$ cat src/design/gb5_pkg.sv
// ----------------------------------------------------------------------------
// gb5_pkg: shared types and constants for the 5x5 RGBA blur
// Kernel weights in unsigned Q0.16, accumulator sizing and the control
// bundle that drives the shared multiply-accumulate unit.
// ----------------------------------------------------------------------------
package gb5_pkg;

   localparam int CHANNELS  = 4;
   localparam int CHAN_W    = 8;
   localparam int PIXEL_W   = CHANNELS * CHAN_W;
   localparam int WEIGHT_W  = 14;
   // 255 * 65323 stays below 2**24.
   localparam int ACC_W     = 24;
   localparam int ROUND_SH  = 16;
   localparam int KSIZE     = 5;
   localparam int TAP_W     = 3;

   localparam logic [TAP_W-1:0] TAP_LAST = 3'd4;
   localparam logic [TAP_W-1:0] TAP_MID  = 3'd2;

   localparam logic [WEIGHT_W-1:0] BLUR_WEIGHT [KSIZE][KSIZE] = '{
      '{14'd52,  14'd430,  14'd872,   14'd430,  14'd52 },
      '{14'd430, 14'd3586, 14'd7273,  14'd3586, 14'd430},
      '{14'd872, 14'd7273, 14'd14751, 14'd7273, 14'd872},
      '{14'd430, 14'd3586, 14'd7273,  14'd3586, 14'd430},
      '{14'd52,  14'd430,  14'd872,   14'd430,  14'd52 }
   };

   typedef struct packed {
      logic valid;
      logic first;
   } mac_ctl_type;

endpackage

$ cat src/design/gaussian_blur_5x5_rgba.sv
// ----------------------------------------------------------------------------
// gaussian_blur_5x5_rgba: 5x5 Gaussian blur of a small RGBA frame
// Loads a frame in raster order, then streams the blurred frame out.
// ----------------------------------------------------------------------------
// Usage:
// A pixel transaction is taken on a clock edge where start is high and busy
// is low. Pixels arrive in raster order, one per cycle at most, while busy
// stays low. The edge that takes the last pixel of the frame raises busy.
// The frame is then filtered with clamped borders: one multiplier per
// channel walks the 25 kernel taps for each output pixel, and the results
// leave in raster order. Each result sits on rsp_pixel_out for one cycle
// with rsp_strobe high; rsp_last_pixel marks the final one. The receiver
// cannot stall. busy falls in the cycle of the final result, and the next
// frame may start there.
// Synchronous reset returns the block to loading at pixel zero; the frame
// store itself is not cleared and needs no clearing pass.
// ----------------------------------------------------------------------------
module gaussian_blur_5x5_rgba
   import gb5_pkg::*;
#(
   parameter int IMG_WIDTH  = 4,
   parameter int IMG_HEIGHT = 4
)
(
   input  logic               clock,
   input  logic               reset,
   input  logic               start,
   output logic               busy,
   input  logic [PIXEL_W-1:0] req_pixel_in,
   output logic               rsp_strobe,
   output logic [PIXEL_W-1:0] rsp_pixel_out,
   output logic               rsp_last_pixel
);

   localparam int DEPTH = IMG_WIDTH * IMG_HEIGHT;
   localparam int AW    = (DEPTH > 1) ? $clog2(DEPTH) : 1;
   localparam int CW    = (IMG_WIDTH > 1) ? $clog2(IMG_WIDTH) : 1;
   localparam int RW    = (IMG_HEIGHT > 1) ? $clog2(IMG_HEIGHT) : 1;

   localparam logic [1:0] ST_LOAD  = 2'd0;
   localparam logic [1:0] ST_ISSUE = 2'd1;
   localparam logic [1:0] ST_DRAIN = 2'd2;

   logic [PIXEL_W-1:0] frame_mem [DEPTH];

   logic [1:0]       state_ff, state_in;
   logic [AW-1:0]    load_count_ff, load_count_in;
   logic [RW-1:0]    row_ff, row_in;
   logic [CW-1:0]    col_ff, col_in;
   logic [TAP_W-1:0] dy_ff, dy_in;
   logic [TAP_W-1:0] dx_ff, dx_in;

   logic               take;
   logic               issue;
   logic               tap_first, tap_last, tap_final;
   logic [AW-1:0]      rd_addr;
   logic [PIXEL_W-1:0] rd_data_ff;
   logic [WEIGHT_W-1:0] s1_weight_ff;
   mac_ctl_type        s1_ctl_ff;
   logic               s1_last_ff, s1_final_ff;
   logic               done_ff, done_final_ff;
   logic [PIXEL_W-1:0] blur_pixel;
   logic               rsp_strobe_ff;
   logic [PIXEL_W-1:0] rsp_pixel_out_ff;
   logic               rsp_last_pixel_ff;

   assign take  = start && !busy;
   assign issue = (state_ff == ST_ISSUE);
   assign busy  = (state_ff != ST_LOAD);

   assign tap_first = (dy_ff == '0) && (dx_ff == '0);
   assign tap_last  = (dy_ff == TAP_LAST) && (dx_ff == TAP_LAST);
   assign tap_final = tap_last && (row_ff == RW'(IMG_HEIGHT - 1)) &&
                      (col_ff == CW'(IMG_WIDTH - 1));

   // Neighbor address with coordinates clamped to the frame.
   always_comb begin
      logic signed [4:0] ys, xs;
      logic [RW-1:0]     yc;
      logic [CW-1:0]     xc;
      ys = signed'(5'({1'b0, row_ff})) + signed'(5'(dy_ff)) - signed'(5'(TAP_MID));
      xs = signed'(5'({1'b0, col_ff})) + signed'(5'(dx_ff)) - signed'(5'(TAP_MID));
      priority if (ys < 0) begin
         yc = '0;
      end else if (ys > 5'(IMG_HEIGHT - 1)) begin
         yc = RW'(IMG_HEIGHT - 1);
      end else begin
         yc = ys[RW-1:0];
      end
      priority if (xs < 0) begin
         xc = '0;
      end else if (xs > 5'(IMG_WIDTH - 1)) begin
         xc = CW'(IMG_WIDTH - 1);
      end else begin
         xc = xs[CW-1:0];
      end
      rd_addr = AW'(AW'(yc) * AW'(IMG_WIDTH)) + AW'(xc);
   end

   always_comb begin
      state_in      = state_ff;
      load_count_in = load_count_ff;
      row_in        = row_ff;
      col_in        = col_ff;
      dy_in         = dy_ff;
      dx_in         = dx_ff;
      unique case (state_ff)
         ST_LOAD: begin
            if (take) begin
               if (load_count_ff == AW'(DEPTH - 1)) begin
                  load_count_in = '0;
                  row_in        = '0;
                  col_in        = '0;
                  dy_in         = '0;
                  dx_in         = '0;
                  state_in      = ST_ISSUE;
               end else begin
                  load_count_in = load_count_ff + 1'b1;
               end
            end
         end
         ST_ISSUE: begin
            if (dx_ff != TAP_LAST) begin
               dx_in = dx_ff + 1'b1;
            end else begin
               dx_in = '0;
               if (dy_ff != TAP_LAST) begin
                  dy_in = dy_ff + 1'b1;
               end else begin
                  dy_in = '0;
                  if (col_ff != CW'(IMG_WIDTH - 1)) begin
                     col_in = col_ff + 1'b1;
                  end else begin
                     col_in = '0;
                     if (row_ff != RW'(IMG_HEIGHT - 1)) begin
                        row_in = row_ff + 1'b1;
                     end else begin
                        state_in = ST_DRAIN;
                     end
                  end
               end
            end
         end
         ST_DRAIN: begin
            if (done_ff && done_final_ff) begin
               state_in = ST_LOAD;
            end
         end
         default: begin
            state_in = ST_LOAD;
         end
      endcase
   end

   always_ff @(posedge clock) begin
      if (reset) begin
         state_ff      <= ST_LOAD;
         load_count_ff <= '0;
         s1_ctl_ff     <= '0;
         done_ff       <= 1'b0;
         rsp_strobe_ff <= 1'b0;
      end else begin
         state_ff        <= state_in;
         load_count_ff   <= load_count_in;
         s1_ctl_ff.valid <= issue;
         s1_ctl_ff.first <= issue && tap_first;
         done_ff         <= s1_ctl_ff.valid && s1_last_ff;
         rsp_strobe_ff   <= done_ff;
      end
   end

   always_ff @(posedge clock) begin
      row_ff            <= row_in;
      col_ff            <= col_in;
      dy_ff             <= dy_in;
      dx_ff             <= dx_in;
      s1_weight_ff      <= BLUR_WEIGHT[dy_ff][dx_ff];
      s1_last_ff        <= tap_last;
      s1_final_ff       <= tap_final;
      done_final_ff     <= s1_final_ff;
      rsp_pixel_out_ff  <= blur_pixel;
      rsp_last_pixel_ff <= done_final_ff;
   end

   // Frame store: written while loading, read one tap per cycle.
   always_ff @(posedge clock) begin
      if (take) begin
         frame_mem[load_count_ff] <= req_pixel_in;
      end
      rd_data_ff <= frame_mem[rd_addr];
   end

   gb5_mac u_mac (
      .clock      (clock),
      .mac_ctl    (s1_ctl_ff),
      .tap_pixel  (rd_data_ff),
      .tap_weight (s1_weight_ff),
      .blur_pixel (blur_pixel)
   );

   assign rsp_strobe     = rsp_strobe_ff;
   assign rsp_pixel_out  = rsp_pixel_out_ff;
   assign rsp_last_pixel = rsp_last_pixel_ff;

`ifndef NO_ASSERTIONS
   // The multiply-accumulate unit only works while a frame is filtered.
   a_mac_only_when_busy: assert property (@(posedge clock) disable iff (reset)
      s1_ctl_ff.valid |-> (state_ff != ST_LOAD))
      else $error("MAC active while loading");

   // Completing a frame starts the filter pass.
   a_frame_starts_pass: assert property (@(posedge clock) disable iff (reset)
      (take && (load_count_ff == AW'(DEPTH - 1))) |=> (state_ff == ST_ISSUE))
      else $error("filter pass did not start after the last pixel");

   // Nothing follows the final result of a frame in the next cycle.
   a_no_result_after_last: assert property (@(posedge clock) disable iff (reset)
      (rsp_strobe && rsp_last_pixel) |=> !rsp_strobe)
      else $error("result emitted right after the final pixel");

   // A finished pixel only appears while the block is busy.
   a_done_when_busy: assert property (@(posedge clock) disable iff (reset)
      done_ff |-> busy)
      else $error("pixel finished while idle");
`endif

endmodule

$ cat src/design/gb5_mac.sv
// ----------------------------------------------------------------------------
// gb5_mac: four-channel multiply-accumulate unit with round and saturate
// One 8x14 product per channel is added each cycle that mac_ctl.valid is
// high; the rounded, clamped channel sums are presented as a packed RGBA word.
// ----------------------------------------------------------------------------
module gb5_mac
   import gb5_pkg::*;
(
   input  logic                clock,
   input  mac_ctl_type         mac_ctl,
   input  logic [PIXEL_W-1:0]  tap_pixel,
   input  logic [WEIGHT_W-1:0] tap_weight,
   output logic [PIXEL_W-1:0]  blur_pixel
);

   logic [ACC_W-1:0] acc_ff [CHANNELS];
   logic [ACC_W-1:0] acc_in [CHANNELS];

   always_comb begin
      logic [ACC_W-1:0] prod;
      for (int c = 0; c < CHANNELS; c++) begin
         prod = ACC_W'(tap_pixel[c*CHAN_W +: CHAN_W]) * ACC_W'(tap_weight);
         if (mac_ctl.first) begin
            acc_in[c] = prod;
         end else begin
            acc_in[c] = acc_ff[c] + prod;
         end
      end
   end

   always_ff @(posedge clock) begin
      for (int c = 0; c < CHANNELS; c++) begin
         if (mac_ctl.valid) begin
            acc_ff[c] <= acc_in[c];
         end
      end
   end

   // Round half up, then clamp to the channel range.
   always_comb begin
      logic [ACC_W:0]              rounded;
      logic [ACC_W-ROUND_SH:0]     whole;
      for (int c = 0; c < CHANNELS; c++) begin
         rounded = {1'b0, acc_ff[c]} + (ACC_W+1)'(1 << (ROUND_SH - 1));
         whole   = rounded[ACC_W:ROUND_SH];
         if (whole > (ACC_W-ROUND_SH+1)'(255)) begin
            blur_pixel[c*CHAN_W +: CHAN_W] = 8'hFF;
         end else begin
            blur_pixel[c*CHAN_W +: CHAN_W] = whole[CHAN_W-1:0];
         end
      end
   end

endmodule
$ cat config.mk
export PLATFORM = sky130hd
export DESIGN_NAME = gaussian_blur_5x5_rgba
export DESIGN_NICKNAME = d
export VERILOG_FILES = /design/src/design/gb5_pkg.sv /design/src/design/gaussian_blur_5x5_rgba.sv /design/src/design/gb5_mac.sv
export SDC_FILE = /design/constraint.sdc
export NUM_CORES = 2
export LEC_CHECK = 0
export BUFFER_PORTS_ARGS = -buffer_cell sky130_fd_sc_hd__buf_2
export CAP_MARGIN = 20
export CORE_ASPECT_RATIO = 0.8
export CORE_UTILIZATION = 50
export CTS_BUF_LIST = sky130_fd_sc_hd__clkbuf_8
export CTS_CLUSTER_SIZE = 30
export DETAILED_ROUTE_END_ITERATION = 10
export PLACE_DENSITY = 0.73
export RECOVER_POWER = 50
export SETUP_SLACK_MARGIN = 0.2
export SLEW_MARGIN = 25
export SYNTH_ARGS = -nofsm -noshare
export SYNTH_HDL_FRONTEND = slang
export SYNTH_SLANG_ARGS = --single-unit
$ cat constraint.sdc
create_clock -name clock -period 9.3 [get_ports clock]
set_input_delay 0.93 -clock clock [delete_from_list [all_inputs] [get_ports clock]]
set_output_delay 0.93 -clock clock [all_outputs]
set_load 0.01 [all_outputs]
# == Word level (Yosys, flattened, before mapping) ==
# Memory sizes are Yosys's and may differ from the RTL's. A register that Yosys moved wholly into a read port is not among the register bits.
# Cells that the tools add are included.
# op_classes
addsub,18
multipliers,4
n_lt_le_gt_ge,10
eq_ne,19
muxes,44
bitwise_logic,2
n_reduce_logical,20
# op_table
operator,n
70-bit two-way mux,2
24-bit by 16-bit adder with 25-bit output (second input constant),4
24-bit by 22-bit adder with 24-bit output,4
24-bit two-way mux,4
8-bit by 14-bit multiplier with 22-bit output,4
14-bit binary-select mux with 3-bit select,1
2-bit two-way mux,20
9-bit by 8-bit greater-than comparator with 1-bit output (second input constant),4
14-bit two-way mux,2
2-bit != test (second input constant),9
3-bit two-way mux,5
7-bit AND reduction,2
3-bit one-hot mux with 2 select lines,2
5-bit by 3-bit greater-than comparator with 1-bit output (second input constant),2
5-bit by 1-bit < comparator with 1-bit output (second input constant),2
4-bit by 2-bit subtractor with 5-bit output (second input constant),2
2-bit by 3-bit adder with 4-bit output,2
4-bit greater-or-equal comparator (second input constant),2
1-bit logical AND,8
3-bit NOT with 4-bit output,2
2-bit one-hot mux with 2 select lines,2
3-bit by 1-bit adder with 3-bit output (second input constant),2
2-bit == test (second input constant),3
3-bit == test (second input constant),2
other kinds (18),25
# word_totals
register_bits,70
mem_bits_rw,608
rom_bits,560
in_bits,35
out_inout_bits,35
word_cells,139
mem_count,3
# mem_list
memory,depth,word_bits,read_ports,rd_ports_with_merged_regs,write_ports,line_no,rtl
(no name shown),8,70,1,0,0,gaussian_blur_5x5_rgba.sv:177,s1_weight_ff <= BLUR_WEIGHT[dy_ff][dx_ff];
frame_mem,16,32,1,1,1,gaussian_blur_5x5_rgba.sv:44,logic [PIXEL_W-1:0] frame_mem [DEPTH];
u_mac.acc_ff,4,24,4,0,4,gb5_mac.sv:16,logic [ACC_W-1:0] acc_ff [CHANNELS];

# == Logic depth before layout (Yosys ltp) ==
# depth
ltp_word,7
mapped_depth,29
mapped_depth_nobuf,27

# == Hierarchy ==
# Synthesis repeated with hierarchy kept, for this count alone.
# unflattened
hier_cells,4038
area_unflattened_um2,45922.8
# modules_own_cells
mod,n_inst,cells_per_inst,area_per_inst_um2,seq_area_each_um2
gb5_mac,1,2612,23077.1,2882.8
gaussian_blur_5x5_rgba,1,1426,22845.7,17496.8

# == Worst setup path after synthesis ==
# OpenSTA, ideal clock, no wires.
# synth_path
path_kind,register -> register
from,register s1_weight_ff[4]
to,"memory u_mac.acc_ff[3][22], data pin"
setup_time_ns,0.262
t_arrival_ns,6.326
required_ns,9.038
path_slack_ns,2.712
path_stages_with_launch,26
n_path_buf,1
period_less_slack_ns,6.588
path_cell_list,dfxtp_1 -> clkbuf_1 -> nand2_1 -> fa_1 -> fa_1 -> inv_1 -> fa_1 -> inv_1 -> fa_1 -> inv_1 -> ha_1 -> a21o_1 -> a311oi_1 -> o21bai_1 -> a21oi_1 -> o21bai_1 -> xor2_1 -> ha_1 -> a21o_1 -> a21o_1 -> a2111oi_1 -> nor3b_1 -> o21a_1 -> a311oi_1 -> o2bb2ai_1 -> mux2_1
# synth_rtl
element,line_no,rtl
"start, declared",gaussian_blur_5x5_rgba.sv:58,logic [WEIGHT_W-1:0] s1_weight_ff;
"start signal, assigned",gaussian_blur_5x5_rgba.sv:177,
"end, declared",gb5_mac.sv:16,

==> key figures <==
Layout
  • Layout cell share with drive strength beyond 1: 8.588%
  • Area Growth Syn to Fin: 8.220%
  • Commonest non-fill, non-tap cell in the layout: edfxtp_1
  • Most frequent cells in the layout: 618 x edfxtp_1, 418 x inv_1, 379 x nand2_1
  • Final nets: 4,619
  • Design area: 49,450 um^2

Worst setup path
  • R2R Path End: u_mac.acc_ff[3][22]
  • Worst Path Class, Setup: reg -> reg
  • Cells on worst reg2reg path: 24
  • Worst path required time: 9800 ps
  • Worst path arrival time: 7700 ps
  • Worst R2R Start: rd_data_ff[26]
  • CP Launch Point: rd_data_ff[26]
  • Crit-path max FO: 13
  • Worst R2R Setup Slack: 2110 ps
  • CP endpoint kind: register
  • Setup crit end: u_mac.acc_ff[3][22]
  • CP Launch Type: register

Clocking
  • Post-CTS Setup Repair Bufs: 0
  • Post-CTS resize count: 0
  • Total CTS buffers: 108
  • H-tree levels: 3
  • CTS root buffer: clkbuf_8
  • Clk slew on worst S/H paths: 70 ps
  • Clock sink count: 709
  • Max Root-Sink Buffers: 3
  • Hold_buf cts: 0
  • TritonCTS clock tree: built
  • Clock latency on the worst-skew pair: 750 ps

Detailed routing
  • Final antenna-violating net count: 0
  • # DRC: 0
  • Drt first-iter violations: 2,452
  • Drt pass-1 iters: 6
  • Routed WL: 101,500 um
  • DR vias: 29,860
  • Routed WL per cell: 19.19 um
  • Via/cell ratio: 5.645

Yosys
  • Synth area leader: edfxtp_1
  • Gate Count Post-Synth: 3,954
  • Syn avg cell area: 11.56 um^2
  • Synth Net Count: 4,577
  • Netlist cell types: 79
  • Top FF cell, synth: edfxtp_1
  • Yosys warning total: 0
  • Number of synthesized register bits: 709
  • Sequential-to-total area share from yosys stat: 44.60%
  • Post-synthesis cell area: 45,700 um^2
  • Synth top area share: 40.61%
  • EDFF count, synth: 618
  • Asr flop ratio synth: 0%
  • Synth area leaders: edfxtp_1 41%, fa_1 13%, ha_1 8.1%, and2_1 4.8%, dfxtp_1 4.0%

Global routing
  • Global route overflow: 0
  • Total GRT Usage: 22.07%
  • Largest net degree at the start of global routing: 72
  • First-pass GRT wire length: 162,000 um
  • Vias in the first global route: 29,600
  • Initial antenna violation count: 10

Timing
  • Fin. Hold Viols: 0
  • Max Clk Rate: 0.1390 GHz
  • Final setup viols: 0
  • Slew HR: -123.3%
  • Final Critical Period: 7194 ps
  • Max-slew violation count: 100
  • Layout Skew: 31.79 ps
  • Final period util: 77.35%
  • Fin Setup TNS: 0 ps
  • RSZ-0062 raised after global routing: false
  • Setup ws final: 2106 ps
  • Worst-Margin Slew: 3349 ps

Place
  • Final Wtd Congestion: 0.9017
  • Half-perimeter wire length after placement: 65,850 um
  • IO buf count: 69
  • DP Worst Slack: 2163 ps
  • DP Area: 47,370 um^2

Die
  • Core area: 89,880 um^2
  • Die area: 92,610 um^2
  • IO Pins: 70
  • Initial Utilization: 50.84%
  • Die H: 272.4 um
  • Num rows: 98
  • Die width: 340.0 um

Hold path
  • Hold_sp: s1_final_ff
  • Worst min-delay path class: reg -> reg

Pwr
  • Pwr dens: 123.1 nW/um^2
  • LEAKAGE: 20.42 nW
  • Max VDD drop: 133.6 uV

Run status
  • Run status: finished with violations
  • Failing checks: capacitance limit, slew limit

Job
  • Max Cap Viol: 2
## flip-flops by register name (all words and copies together) (netlist names)
| name | count |
|---|---|
| state_ff | 2 |
| dy_ff | 3 |
| s1_last_ff | 1 |
| u_mac.acc_ff | 96 |
| rd_data_ff | 32 |
| s1_ctl_ff | 2 |
| s1_weight_ff | 13 |
| col_ff | 2 |
| s1_final_ff | 1 |
| rsp_last_pixel | 1 |
| dx_ff | 3 |
| done_final_ff | 1 |
| row_ff | 2 |
| frame_mem | 512 |
| rsp_strobe | 1 |
| rsp_pixel_out | 32 |
| done_ff | 1 |
| load_count_ff | 4 |
## report_power, final
part | switching (mW) | internal, mW
Clock | 1.26 | 1.29
Sequential | 0.00535 | 3.47
Combinational | 0.0515 | 0.00769
## cell usage after synthesis (14+ instances only)
| master | number |
|---|---|
| nor2b_1 | 15 |
| nor2_1 | 138 |
| o21a_1 | 23 |
| a311oi_1 | 66 |
| and2_1 | 349 |
| a211oi_1 | 122 |
| and3_1 | 26 |
| a31oi_1 | 22 |
| mux2_2 | 24 |
| inv_1 | 380 |
| clkbuf_1 | 169 |
| o21ai_0 | 84 |
| a21oi_1 | 208 |
| ha_1 | 294 |
| nand2b_1 | 25 |
| a21o_1 | 63 |
| nand3_1 | 38 |
| fa_1 | 294 |
| xnor2_1 | 85 |
| nand2_1 | 379 |
| o211ai_1 | 14 |
| edfxtp_1 | 618 |
| o21bai_1 | 26 |
| mux4_2 | 64 |
| nor3_1 | 35 |
| o21ai_1 | 46 |
| dfxtp_1 | 91 |
| and2_0 | 35 |
| xor2_1 | 69 |
## critical path, cell delays in order, from the launching register on
cell	delay, ps
dfxtp_1	630
nand2_1	170
fa_1	550
fa_1	570
inv_1	50
fa_1	470
inv_1	50
fa_1	470
inv_1	40
ha_1	330
a21o_1	220
a311oi_1	360
o21bai_1	130
a21oi_1	250
o21bai_1	100
xor2_1	160
ha_1	330
a21o_1	180
a21o_1	200
a2111oi_1	470
nor3b_1	110
o21a_1	180
a311oi_1	390
o2bb2ai_1	180
mux2_1	340
## layer usage
metal,wire length [um],vias to the layer above,GRT usage (%),part of all wire [%]
met5,67,-,0,0.066
met3,7125,180,4.348,7.0
met1,46340,14680,31.30,46
met4,2148,10,5.702,2.1
li1,-,14020,-,-
met2,45860,969,34.79,45
## metrics by stage
stage	cells	power (mW)	hold WS (ps)	util, %
5_1_grt	5289	6.283	357.2	55.02
4_1_cts	5287	6.144	332.3	55.06
6_report	5290	6.087	328.2	55.02
3_5_place_dp	5086	3.605	316.4	52.70
3_3_place_gp	5086	3.602	310.1	52.70
2_1_floorplan	3954	3.558	309.6	-
## final cells by class
class / instances / area, um^2
Inverter: 382 / 1434
Fill cell: 7480 / 40430
Timing Repair Buffer: 115 / 646.9
Tap cell: 1200 / 1501
Sequential cell: 709 / 20380
Multi-Input combinational cell: 2680 / 23360
Clock buffer: 119 / 1638
Antenna cell: 3 / 7.507
Clock inverter: 82 / 484.2
## worst min-delay path by stage
stage          cells past startpoint  slack [ps]             to
2_1_floorplan                      0         310  done_final_ff
3_3_place_gp                       0         310  done_final_ff
3_5_place_dp                       0         320  done_final_ff
4_1_cts                            0         330  done_final_ff
5_1_grt                            0         360  done_final_ff
6_report                           0         330  done_final_ff
## cell families (layout without fill, tap and decap cells)
family                   count (synthesis)  in the layout  synth area share [%]
AO/OA/AOI/OAI                          750            750                 10.89
multiplexers                           100            100                 4.025
buffers and inverters                  565            698                 4.660
flip-flops                             709            709                 44.60
adder cells (fa/ha/maj)                588            588                 20.93
other                                    0              3                     0
AND/OR/NAND/NOR                       1088           1088                 11.94
XOR/XNOR                               154            154                 2.952
Power figures use the tool's default switching activity.
